==> src/rtl/typed_structure_table_walker_core_assert.svh <==
// ----------------------------------------------------------------------------
// Assertion macros for the structure table walker
// Same-cycle and next-cycle implication checks, disabled in reset.
// ----------------------------------------------------------------------------
`ifndef TYPED_STRUCTURE_TABLE_WALKER_CORE_ASSERT_SVH
`define TYPED_STRUCTURE_TABLE_WALKER_CORE_ASSERT_SVH

// antecedent implies consequent in the same cycle
`define TWK_ASSERT_IMPL(label, clk, rstn, ante, cons) \
    label: assert property (@(posedge clk) disable iff (!rstn) (ante) |-> (cons)) \
        else $error("walker assertion failed");

// antecedent implies consequent in the following cycle
`define TWK_ASSERT_NEXT(label, clk, rstn, ante, cons) \
    label: assert property (@(posedge clk) disable iff (!rstn) (ante) |=> (cons)) \
        else $error("walker assertion failed");

`endif

==> src/rtl/twk_pkg.sv <==
`timescale 1ns / 1ps
// ----------------------------------------------------------------------------
// twk_pkg
// Types, codes and helpers shared by the structure table walker modules.
// ----------------------------------------------------------------------------
package twk_pkg;

    localparam logic [7:0] END_TYPE     = 8'd127;
    localparam logic [7:0] MIN_LEN      = 8'd4;
    localparam logic [7:0] HANDLE_START = 8'd4;
    localparam int         FIFO_DEPTH   = 4;

    typedef enum logic [1:0] {
        PH_HEAD,
        PH_FMT,
        PH_STR,
        PH_LEAD0
    } phase_t;

    typedef enum logic [2:0] {
        KIND_FMT,
        KIND_STR_CHAR,
        KIND_STR_END,
        KIND_STRUCT_END,
        KIND_TABLE_DONE,
        KIND_ERROR
    } kind_t;

    typedef enum logic [1:0] {
        ERR_NONE,
        ERR_SHORT_LEN,
        ERR_TRUNCATED
    } err_t;

    typedef struct packed {
        logic [7:0]  out_byte;
        kind_t       byte_kind;
        logic [7:0]  byte_offset;
        logic [7:0]  string_number;
        logic [15:0] structure_handle;
        err_t        error_code;
    } result_t;

    // results produced by one accepted byte, r0 first
    typedef struct packed {
        logic [1:0] cnt;
        result_t    r0;
        result_t    r1;
    } push_t;

    function automatic logic [7:0] sat_inc(input logic [7:0] v);
        sat_inc = (v == 8'hFF) ? 8'hFF : v + 8'd1;
    endfunction

    function automatic result_t mk_res(input logic [7:0] b, input kind_t k,
                                       input logic [7:0] off, input logic [7:0] sn,
                                       input logic [15:0] h, input err_t e);
        result_t r;
        r.out_byte         = b;
        r.byte_kind        = k;
        r.byte_offset      = off;
        r.string_number    = sn;
        r.structure_handle = h;
        r.error_code       = e;
        mk_res = r;
    endfunction

endpackage

==> src/rtl/twk_parser.sv <==
`timescale 1ns / 1ps
// ----------------------------------------------------------------------------
// twk_parser
// Walk state and per-byte result generation; up to two results per byte.
// ----------------------------------------------------------------------------
`include "typed_structure_table_walker_core_assert.svh"

module twk_parser (
    input  logic             aclk,
    input  logic             aresetn,
    input  logic             accept,
    input  logic [7:0]       in_byte,
    input  logic             in_eob,
    input  logic [7:0]       wanted_type,
    output twk_pkg::push_t   push
);

    twk_pkg::phase_t phase_reg, phase_next;
    logic [7:0]  byte_cnt_reg, byte_cnt_next;
    logic [7:0]  fmt_len_reg, fmt_len_next;
    logic        match_reg, match_next;
    logic [15:0] handle_reg, handle_next;
    logic [7:0]  str_cnt_reg, str_cnt_next;
    logic [7:0]  char_cnt_reg, char_cnt_next;
    logic        stopped_reg, stopped_next;

    logic        type_hit;
    logic        end_hit;
    logic        off_one;
    logic        short_len;
    logic [7:0]  len_eff;
    logic [8:0]  off_plus;
    logic        halt;
    logic        struct_done;

    assign type_hit  = (in_byte == wanted_type);
    assign end_hit   = !type_hit && (in_byte == twk_pkg::END_TYPE);
    assign off_one   = (byte_cnt_reg == 8'd1);
    assign short_len = (in_byte < twk_pkg::MIN_LEN);
    assign len_eff   = off_one ? in_byte : fmt_len_reg;
    assign off_plus  = {1'b0, byte_cnt_reg} + 9'd1;

    // next walk state
    always_comb begin
        phase_next    = phase_reg;
        byte_cnt_next = byte_cnt_reg;
        fmt_len_next  = fmt_len_reg;
        match_next    = match_reg;
        handle_next   = handle_reg;
        str_cnt_next  = str_cnt_reg;
        char_cnt_next = char_cnt_reg;
        stopped_next  = stopped_reg;
        if (accept) begin
            if (!stopped_reg) begin
                case (phase_reg)
                    twk_pkg::PH_HEAD: begin
                        match_next = type_hit;
                        if (end_hit) begin
                            stopped_next = 1'b1;
                        end else begin
                            handle_next   = '0;
                            str_cnt_next  = '0;
                            char_cnt_next = '0;
                            fmt_len_next  = '0;
                            byte_cnt_next = 8'd1;
                            phase_next    = twk_pkg::PH_FMT;
                        end
                    end
                    twk_pkg::PH_FMT: begin
                        if (off_one) begin
                            fmt_len_next = in_byte;
                        end
                        if (off_one && short_len) begin
                            stopped_next = 1'b1;
                        end else begin
                            if (byte_cnt_reg == 8'd2) begin
                                handle_next = {handle_reg[15:8], in_byte};
                            end else if (byte_cnt_reg == 8'd3) begin
                                handle_next = {in_byte, handle_reg[7:0]};
                            end
                            if (off_plus >= {1'b0, len_eff}) begin
                                phase_next    = twk_pkg::PH_STR;
                                char_cnt_next = '0;
                            end else begin
                                byte_cnt_next = off_plus[7:0];
                            end
                        end
                    end
                    twk_pkg::PH_STR, twk_pkg::PH_LEAD0: begin
                        if (in_byte != 8'd0) begin
                            char_cnt_next = twk_pkg::sat_inc(char_cnt_reg);
                            phase_next    = twk_pkg::PH_STR;
                        end else if (char_cnt_reg != 8'd0) begin
                            str_cnt_next  = twk_pkg::sat_inc(str_cnt_reg);
                            char_cnt_next = '0;
                        end else if (phase_reg == twk_pkg::PH_STR && str_cnt_reg == 8'd0) begin
                            phase_next = twk_pkg::PH_LEAD0;
                        end else begin
                            phase_next    = twk_pkg::PH_HEAD;
                            byte_cnt_next = '0;
                        end
                    end
                    default: begin
                        phase_next = twk_pkg::PH_HEAD;
                    end
                endcase
            end
            // rearm for a new table after the last buffer byte
            if (in_eob) begin
                phase_next    = twk_pkg::PH_HEAD;
                byte_cnt_next = '0;
                fmt_len_next  = '0;
                match_next    = 1'b0;
                handle_next   = '0;
                str_cnt_next  = '0;
                char_cnt_next = '0;
                stopped_next  = 1'b0;
            end
        end
    end

    // results of the accepted byte
    always_comb begin
        push        = '0;
        halt        = 1'b0;
        struct_done = 1'b0;
        if (accept && !stopped_reg) begin
            case (phase_reg)
                twk_pkg::PH_HEAD: begin
                    if (end_hit) begin
                        halt     = 1'b1;
                        push.cnt = 2'd1;
                        push.r0  = twk_pkg::mk_res('0, twk_pkg::KIND_TABLE_DONE, '0, '0,
                                                   '0, twk_pkg::ERR_NONE);
                    end else if (type_hit) begin
                        push.cnt = 2'd1;
                        push.r0  = twk_pkg::mk_res(in_byte, twk_pkg::KIND_FMT, '0, '0,
                                                   '0, twk_pkg::ERR_NONE);
                    end
                end
                twk_pkg::PH_FMT: begin
                    if (off_one && short_len) begin
                        halt     = 1'b1;
                        push.cnt = 2'd2;
                        push.r0  = twk_pkg::mk_res('0, twk_pkg::KIND_ERROR, '0, '0,
                                                   '0, twk_pkg::ERR_SHORT_LEN);
                        push.r1  = twk_pkg::mk_res('0, twk_pkg::KIND_TABLE_DONE, '0, '0,
                                                   '0, twk_pkg::ERR_NONE);
                    end else if (match_reg) begin
                        push.cnt = 2'd1;
                        push.r0  = twk_pkg::mk_res(in_byte, twk_pkg::KIND_FMT, byte_cnt_reg,
                                   '0, (byte_cnt_reg >= twk_pkg::HANDLE_START) ? handle_reg
                                   : 16'd0, twk_pkg::ERR_NONE);
                    end
                end
                twk_pkg::PH_STR, twk_pkg::PH_LEAD0: begin
                    if (in_byte != 8'd0) begin
                        if (match_reg) begin
                            push.cnt = 2'd1;
                            push.r0  = twk_pkg::mk_res(in_byte, twk_pkg::KIND_STR_CHAR,
                                       char_cnt_reg, twk_pkg::sat_inc(str_cnt_reg),
                                       handle_reg, twk_pkg::ERR_NONE);
                        end
                    end else if (char_cnt_reg != 8'd0) begin
                        if (match_reg) begin
                            push.cnt = 2'd1;
                            push.r0  = twk_pkg::mk_res('0, twk_pkg::KIND_STR_END,
                                       char_cnt_reg, twk_pkg::sat_inc(str_cnt_reg),
                                       handle_reg, twk_pkg::ERR_NONE);
                        end
                    end else if (phase_reg == twk_pkg::PH_STR && str_cnt_reg == 8'd0) begin
                        // leading zero: wait for the second one
                        push.cnt = 2'd0;
                    end else begin
                        struct_done = 1'b1;
                        if (match_reg) begin
                            push.cnt = 2'd1;
                            push.r0  = twk_pkg::mk_res('0, twk_pkg::KIND_STRUCT_END, '0,
                                       str_cnt_reg, handle_reg, twk_pkg::ERR_NONE);
                        end
                    end
                end
                default: begin
                    push.cnt = 2'd0;
                end
            endcase
            if (in_eob && !halt) begin
                if (struct_done) begin
                    // append table done behind the structure end
                    if (push.cnt == 2'd0) begin
                        push.cnt = 2'd1;
                        push.r0  = twk_pkg::mk_res('0, twk_pkg::KIND_TABLE_DONE, '0, '0,
                                                   '0, twk_pkg::ERR_NONE);
                    end else begin
                        push.cnt = 2'd2;
                        push.r1  = twk_pkg::mk_res('0, twk_pkg::KIND_TABLE_DONE, '0, '0,
                                                   '0, twk_pkg::ERR_NONE);
                    end
                end else begin
                    // truncated: drop the byte's own result
                    push.cnt = 2'd2;
                    push.r0  = twk_pkg::mk_res('0, twk_pkg::KIND_ERROR, '0, '0,
                                               '0, twk_pkg::ERR_TRUNCATED);
                    push.r1  = twk_pkg::mk_res('0, twk_pkg::KIND_TABLE_DONE, '0, '0,
                                               '0, twk_pkg::ERR_NONE);
                end
            end
        end
    end

    always_ff @(posedge aclk) begin
        if (!aresetn) begin
            phase_reg    <= twk_pkg::PH_HEAD;
            byte_cnt_reg <= '0;
            fmt_len_reg  <= '0;
            match_reg    <= 1'b0;
            handle_reg   <= '0;
            str_cnt_reg  <= '0;
            char_cnt_reg <= '0;
            stopped_reg  <= 1'b0;
        end else begin
            phase_reg    <= phase_next;
            byte_cnt_reg <= byte_cnt_next;
            fmt_len_reg  <= fmt_len_next;
            match_reg    <= match_next;
            handle_reg   <= handle_next;
            str_cnt_reg  <= str_cnt_next;
            char_cnt_reg <= char_cnt_next;
            stopped_reg  <= stopped_next;
        end
    end

    `TWK_ASSERT_IMPL(a_stopped_silent, aclk, aresetn, stopped_reg, push.cnt == 2'd0)
    `TWK_ASSERT_IMPL(a_second_is_done, aclk, aresetn, push.cnt == 2'd2, push.r1.byte_kind == twk_pkg::KIND_TABLE_DONE)
    `TWK_ASSERT_IMPL(a_lead0_empty, aclk, aresetn, phase_reg == twk_pkg::PH_LEAD0, str_cnt_reg == 8'd0 && char_cnt_reg == 8'd0)

endmodule

==> src/rtl/twk_result_fifo.sv <==
`timescale 1ns / 1ps
// ----------------------------------------------------------------------------
// twk_result_fifo
// Result queue taking up to two results per cycle and giving one per cycle while out_ready is high.
// ----------------------------------------------------------------------------
`include "typed_structure_table_walker_core_assert.svh"

module twk_result_fifo #(
    parameter int DEPTH = twk_pkg::FIFO_DEPTH
) (
    input  logic             aclk,
    input  logic             aresetn,
    input  twk_pkg::push_t   push,
    output logic             space_ok,
    output logic             out_valid,
    input  logic             out_ready,
    output twk_pkg::result_t out_res
);

    localparam int IDX_W = (DEPTH > 1) ? $clog2(DEPTH) : 1;
    localparam int CNT_W = $clog2(DEPTH + 1);

    twk_pkg::result_t mem_reg [DEPTH];
    logic [IDX_W-1:0] wr_ptr_reg, wr_ptr_next;
    logic [IDX_W-1:0] rd_ptr_reg, rd_ptr_next;
    logic [CNT_W-1:0] cnt_reg, cnt_next;
    logic [IDX_W-1:0] wr_ptr_p1, wr_ptr_p2, rd_ptr_p1;
    logic             pop;

    assign wr_ptr_p1 = (wr_ptr_reg == IDX_W'(DEPTH - 1)) ? '0 : wr_ptr_reg + 1'b1;
    assign wr_ptr_p2 = (wr_ptr_p1 == IDX_W'(DEPTH - 1)) ? '0 : wr_ptr_p1 + 1'b1;
    assign rd_ptr_p1 = (rd_ptr_reg == IDX_W'(DEPTH - 1)) ? '0 : rd_ptr_reg + 1'b1;

    assign out_valid = (cnt_reg != '0);
    assign pop       = out_valid && out_ready;
    assign out_res   = mem_reg[rd_ptr_reg];
    // room for the worst case of two results
    assign space_ok  = (cnt_reg <= CNT_W'(DEPTH - 2));

    always_comb begin
        cnt_next    = cnt_reg + CNT_W'(push.cnt) - CNT_W'(pop);
        rd_ptr_next = pop ? rd_ptr_p1 : rd_ptr_reg;
        case (push.cnt)
            2'd1:    wr_ptr_next = wr_ptr_p1;
            2'd2:    wr_ptr_next = wr_ptr_p2;
            default: wr_ptr_next = wr_ptr_reg;
        endcase
    end

    always_ff @(posedge aclk) begin
        if (push.cnt != 2'd0) begin
            mem_reg[wr_ptr_reg] <= push.r0;
        end
        if (push.cnt == 2'd2) begin
            mem_reg[wr_ptr_p1] <= push.r1;
        end
    end

    always_ff @(posedge aclk) begin
        if (!aresetn) begin
            wr_ptr_reg <= '0;
            rd_ptr_reg <= '0;
            cnt_reg    <= '0;
        end else begin
            wr_ptr_reg <= wr_ptr_next;
            rd_ptr_reg <= rd_ptr_next;
            cnt_reg    <= cnt_next;
        end
    end

    `TWK_ASSERT_IMPL(a_no_overflow, aclk, aresetn, push.cnt != 2'd0, ({1'b0, cnt_reg} + (CNT_W + 1)'(push.cnt)) <= (CNT_W + 1)'(DEPTH))
    `TWK_ASSERT_IMPL(a_count_bound, aclk, aresetn, 1'b1, cnt_reg <= CNT_W'(DEPTH))
    `TWK_ASSERT_NEXT(a_push_shows, aclk, aresetn, push.cnt != 2'd0, out_valid)

endmodule

==> src/rtl/typed_structure_table_walker_core.sv <==
`timescale 1ns / 1ps
// ----------------------------------------------------------------------------
// typed_structure_table_walker_core
// Walks a typed structure table byte by byte and streams out the bytes of
// structures of the configured type, tagged by kind, offset, string, handle.
// ----------------------------------------------------------------------------
//  channel   direction  payload
//  s_*       in         tdata: data_byte; tlast: end_of_buffer
//  m_*       out        tdata: out_byte .. error_code; tuser: byte_kind
//  cfg_*     in         wanted_type
//
// One byte is accepted per cycle while the result queue has two free slots;
// its results are offered from the cycle after the byte is accepted.
// A byte giving two results takes two queue slots, so s_tready drops when
// m_tready stays low or when such bytes arrive faster than the queue
// (FIFO_DEPTH entries) drains at one result per cycle.
// Reset is synchronous; wanted_type resets to 0.
// Results leave in the order the bytes arrived.
// ----------------------------------------------------------------------------
module typed_structure_table_walker_core #(
    parameter int FIFO_DEPTH = twk_pkg::FIFO_DEPTH
) (
    input  logic        aclk,
    input  logic        aresetn,
    input  logic        cfg_wr_en,
    input  logic [7:0]  cfg_wr_data,
    input  logic        s_tvalid,
    output logic        s_tready,
    input  logic [7:0]  s_tdata,   // [7:0] data_byte
    input  logic        s_tlast,
    output logic        m_tvalid,
    input  logic        m_tready,
    output logic [47:0] m_tdata,   // out_byte, byte_offset, string_number,
                                   // structure_handle, error_code, zero pad
    output logic [2:0]  m_tuser,   // [2:0] byte_kind
    output logic        m_tlast
);

    logic [7:0]       wanted_type_reg;
    logic             accept;
    twk_pkg::push_t   push;
    twk_pkg::result_t head;

    assign accept = s_tvalid && s_tready;

    always_ff @(posedge aclk) begin
        if (!aresetn) begin
            wanted_type_reg <= '0;
        end else if (cfg_wr_en) begin
            wanted_type_reg <= cfg_wr_data;
        end
    end

    twk_parser u_parser (
        .aclk        (aclk),
        .aresetn     (aresetn),
        .accept      (accept),
        .in_byte     (s_tdata),
        .in_eob      (s_tlast),
        .wanted_type (wanted_type_reg),
        .push        (push)
    );

    twk_result_fifo #(
        .DEPTH (FIFO_DEPTH)
    ) u_fifo (
        .aclk      (aclk),
        .aresetn   (aresetn),
        .push      (push),
        .space_ok  (s_tready),
        .out_valid (m_tvalid),
        .out_ready (m_tready),
        .out_res   (head)
    );

    assign m_tdata = {6'd0, head.error_code, head.structure_handle, head.string_number,
                      head.byte_offset, head.out_byte};
    assign m_tuser = head.byte_kind;
    // mark the end of each table on the result side
    assign m_tlast = (head.byte_kind == twk_pkg::KIND_TABLE_DONE);

endmodule

==> config.mk <==
export PLATFORM = sky130hd
export DESIGN_NAME = typed_structure_table_walker_core
export DESIGN_NICKNAME = d
export VERILOG_FILES = /design/src/rtl/twk_pkg.sv /design/src/rtl/twk_parser.sv /design/src/rtl/twk_result_fifo.sv /design/src/rtl/typed_structure_table_walker_core.sv
export VERILOG_INCLUDE_DIRS = /design/src /design/src/rtl
export SDC_FILE = /design/constraint.sdc
export NUM_CORES = 1
export LEC_CHECK = 0
export BUFFER_PORTS_ARGS = -buffer_cell sky130_fd_sc_hd__buf_2
export CAP_MARGIN = 20
export CELL_PAD_IN_SITES_DETAIL_PLACEMENT = 1
export CELL_PAD_IN_SITES_GLOBAL_PLACEMENT = 1
export CORE_MARGIN = 3
export CORE_UTILIZATION = 49
export CTS_BUF_LIST = sky130_fd_sc_hd__clkbuf_4 sky130_fd_sc_hd__clkbuf_8
export CTS_CLUSTER_DIAMETER = 40
export CTS_CLUSTER_SIZE = 16
export DETAILED_ROUTE_END_ITERATION = 8
export PLACE_DENSITY = 0.8
export SLEW_MARGIN = 10
export SYNTH_ARGS = -nofsm -noshare
export SYNTH_HDL_FRONTEND = slang
export SYNTH_SLANG_ARGS = --single-unit
==> constraint.sdc <==
create_clock -name aclk -period 3.75 [get_ports aclk]
set_input_delay 0.1875 -clock aclk [delete_from_list [all_inputs] [get_ports aclk]]
set_output_delay 0.1875 -clock aclk [all_outputs]
set_load 0.02 [all_outputs]
==> flow_metrics.tcl <==
set metrics [dict create \
    outcome "finished clean" \
    cts_buffer_depth 3 \
    grt_pass1_vias 10260 \
    p_per_area_nw_per_um2 507.0 \
    die-area_um2 24950 \
    fillers 2535 \
    combPwrFrac_pct 19.0 \
    post-dp-hpwl_um 24010 \
    drtPass1Iterations 5 \
    slew_headroom_pct 41.10 \
    ys_seq_area_share_pct 44.41 \
    ys_ff_latch 249 \
    wire_per_inst_um 21.87 \
    dp_cells 1525 \
    die_y_um 158.0 \
    yosys.area_share.adder_pct 3.273 \
    portBuffers 69 \
    endpoint_kind "register" \
    drv_slew 0 \
    cpPeakStageDelay_ns 0.52 \
    ys_warn_count 0 \
    slowest_stage "dlygate4sd3_1" \
    internal_power_mw 4.668 \
    num_vias 9902 \
    synth_compound_area_share_pct 17.60 \
    synthSimpleGateAreaFrac_pct 16.37 \
    clk_pin_slew_ns 0.08 \
    cp_data_required_time_ns 4.17 \
    rows 54 \
    gp_congestion 0.8985 \
    synthXorXnorAreaFrac_pct 1.316 \
    track_usage_pct 28.05 \
    hold_path_class "input port to register" \
    synth.distinct_cells 68 \
    wl_um 35320 \
    drtIter0Drc 737 \
    final_hold_viol_count 0 \
    finalNonFillerCells 1615 \
    h-tree-depth 2 \
    start_util_pct 50.90 \
    swShare_pct 30.69 \
    leakagePower_nw 5.131 \
    fp.dieW_um 158.0 \
    worst_slew_pin_slew_ns 0.8835 \
    setup_violations 0 \
    ant_nets 0 \
    min_delay_path_depth 3 \
    clock-sinks 249 \
    via_per_inst 6.131 \
    max-cap-violations 0 \
    synthMuxAreaShare_pct 12.87 \
    avgSynthCellArea_um2 9.405 \
    async_flop_share_pct 0 \
    synth_edf_count 4 \
    hold-worst-slack_ns 0.04706 \
    fin_nets 1356 \
    seq_power_share_pct 41.5 \
    ys_dominant_reg_cell "dfxtp_1" \
    start_kind "input port" \
    largest_reg_flops 180 \
    cts_made_buffers 39 \
    fin_skew_ns 0.03857 \
    io_pins 76 \
    grt_max_degree 43 \
    worst_r2r_path_depth 13 \
    drc 0 \
    areaGrowthSynthToFinish_pct 17.41 \
    path_class "input port to register" \
    crit_path_max_fanout 16 \
    max_freq_mhz 284.0 \
    path_cells "dlygate4sd3_1, buf_2, xnor2_1, nand4_1, o211ai_1, nand3_1, nor3b_1, o21ai_0, ha_1, nand2_1, and2_1, buf_4, nand3_1, buf_4, o21ai_0" \
    synth_area_um2 11310 \
    diodes 0 \
    min_period_over_period_pct 93.90 \
    antenna_found_initial 0 \
    drive_above_1_share_pct 21.05 \
    insertion_delay_ns 0.56 \
    synth_top_family_by_area "compound AO/OA/AOI/OAI gates" \
    clkPwrFrac_pct 39.5 \
    cts_tree "done" \
    grt_first_pass_wirelength_um 55600 \
    root_buffer "clkbuf_8" \
    syn-instance-count 1203 \
    ir_worst_vdd_mv 0.2991 \
    overflow 0 \
    period_needed_ns 3.521 \
    p_switching_mw 2.067 \
    core_um2 22230 \
    worstPathArrival_ns 3.94 \
]
==> critical path, delay by kind of cell <==
family                   cells  cell delay [ns]
AO/OA/AOI/OAI                3             0.88
XOR/XNOR                     1             0.15
adder cells (fa/ha/maj)      1             0.39
buffers and inverters        4             1.22
AND/OR/NAND/NOR              6             1.10
==> layer usage <==
| metal | part of all wire, % | track usage, % |
|---|---|---|
| met4 | 2.5 | 8.357 |
| met2 | 49 | 48.50 |
| met5 | 0 | 0 |
| met1 | 43 | 36.75 |
| met3 | 4.7 | 3.909 |
==> worst paths after layout <==
path	end	slack, ns	start
worst max-delay path	u_fifo.mem_reg[0][12]$_SDFFE_PP0P_	0.23	s_tdata[4]
worst max register to register	u_fifo.mem_reg[2][3]$_SDFFE_PP0P_	0.25	u_parser.char_cnt_reg[7]$_SDFFE_PN0P_
worst min register to register	u_fifo.mem_reg[2][22]$_SDFFE_PP0P_	0.45	u_fifo.mem_reg[2][22]$_SDFFE_PP0P_
worst min-delay path	u_parser.handle_reg[15]$_SDFFE_PN0P_	0.05	s_tdata[7]
==> Yosys cell counts, types with 4 or more instances <==
| cell | instances | share of area [%] |
|---|---|---|
| buf_1 | 7 | 0.23 |
| nor2_1 | 68 | 2.3 |
| nand2_1 | 218 | 7.2 |
| nor3_1 | 10 | 0.44 |
| nor3b_1 | 7 | 0.46 |
| nand2b_1 | 6 | 0.33 |
| buf_4 | 6 | 0.40 |
| dfxtp_1 | 245 | 43 |
| o221a_2 | 11 | 1.1 |
| clkbuf_1 | 61 | 2.0 |
| a31oi_1 | 7 | 0.39 |
| inv_1 | 24 | 0.80 |
| o21a_1 | 4 | 0.27 |
| xnor2_1 | 13 | 1.0 |
| nor2b_1 | 9 | 0.50 |
| o22ai_1 | 4 | 0.22 |
| buf_2 | 13 | 0.58 |
| nand4_1 | 16 | 0.88 |
| edfxtp_1 | 4 | 1.1 |
| a22o_1 | 6 | 0.46 |
| nor4_1 | 5 | 0.28 |
| and2_1 | 8 | 0.44 |
| a221o_1 | 4 | 0.35 |
| o21ai_0 | 140 | 6.2 |
| o31ai_1 | 4 | 0.27 |
| a21o_1 | 5 | 0.33 |
| o211ai_1 | 7 | 0.46 |
| xor2_1 | 4 | 0.31 |
| and3_1 | 9 | 0.50 |
| or3_1 | 5 | 0.28 |
| mux4_2 | 45 | 9.0 |
| a32o_1 | 48 | 4.2 |
| nand3_1 | 27 | 1.2 |
| mux2i_1 | 42 | 3.7 |
| ha_1 | 28 | 3.1 |
| a21oi_1 | 38 | 1.7 |
| and4_1 | 6 | 0.46 |
==> through the flow <==
step / power (mW) / instance area (um^2) / setup TNS (ns) / util (%) / setup WS (ns)
CTS: 6.756 / 13210 / 0 / 59.41 / 0.04916
global placement: 4.069 / 12180 / 0 / 54.81 / 0.3082
detailed placement: 4.101 / 12180 / 0 / 54.81 / 0.08052
finish: 6.735 / 13280 / 0 / 59.76 / 0.2286
global route: 7.006 / 13280 / -0.01700 / 59.76 / -0.01700
floorplan: 3.650 / 11330 / 0 / - / 0.4214
==> placed cells by master (no fill, tap or decap), types with 5 or more instances in the layout <==
cell and count:
nand3_1 27, nand2_1 218, conb_1 6, buf_4 58
and3_1 9, or3_1 5, xnor2_1 13, mux4_2 45
o21ai_0 140, ha_1 28, clkinv_2 5, clkbuf_8 44
a21o_1 5, buf_12 5, and2_1 8, o221a_2 11
nor3b_1 6, nor3_1 10, dlygate4sd3_1 12, a32o_1 48
a31oi_1 7, nand2b_1 6, a22o_1 6, clkbuf_4 6
inv_1 24, mux2i_1 42, dfxtp_1 243, and4_1 6
nor2_1 68, nand4_1 16, o211ai_1 7, buf_2 69
a21oi_1 34, nor2b_1 8
==> final cells by class <==
cell class / instances / area [um^2] / area share [%]
Clock inverter: 21 / 251.5 / 1.893
Multi-Input combinational cell: 847 / 5913 / 44.51
Tap cell: 280 / 350.3 / 2.637
Inverter: 24 / 90.09 / 0.6782
Clock buffer: 50 / 650.6 / 4.898
Timing Repair Buffer: 144 / 1001 / 7.535
Sequential cell: 249 / 5027 / 37.84
==> power groups by stage <==
stage          Sequential, mW  Combinational, mW  Clock [mW]
2_1_floorplan            2.82              0.835           0
3_3_place_gp             2.85               1.22           0
3_5_place_dp             2.85               1.25           0
4_1_cts                  2.79               1.26        2.70
5_1_grt                  2.80               1.38        2.82
6_report                 2.79               1.28        2.66
==> timing repair <==
item	4_1_cts	5_1_grt
endpoints found under the hold margin	15	0
buffers inserted	0	7
hold buffers	12	0
endpoints found under the setup margin	0	153
gates resized for setup	0	5
==> logic make-up (layout without fill, tap and decap cells) <==
group           after synthesis  count (layout)
flops                       249             249
xor+xnor                     17              17
compound gates              299             299
simple gates                407             407
fa+ha+maj                    29              29
other cells                   1               6
buf+inv                     112             239
mux                          89              89
Power figures use the tool's default switching activity.
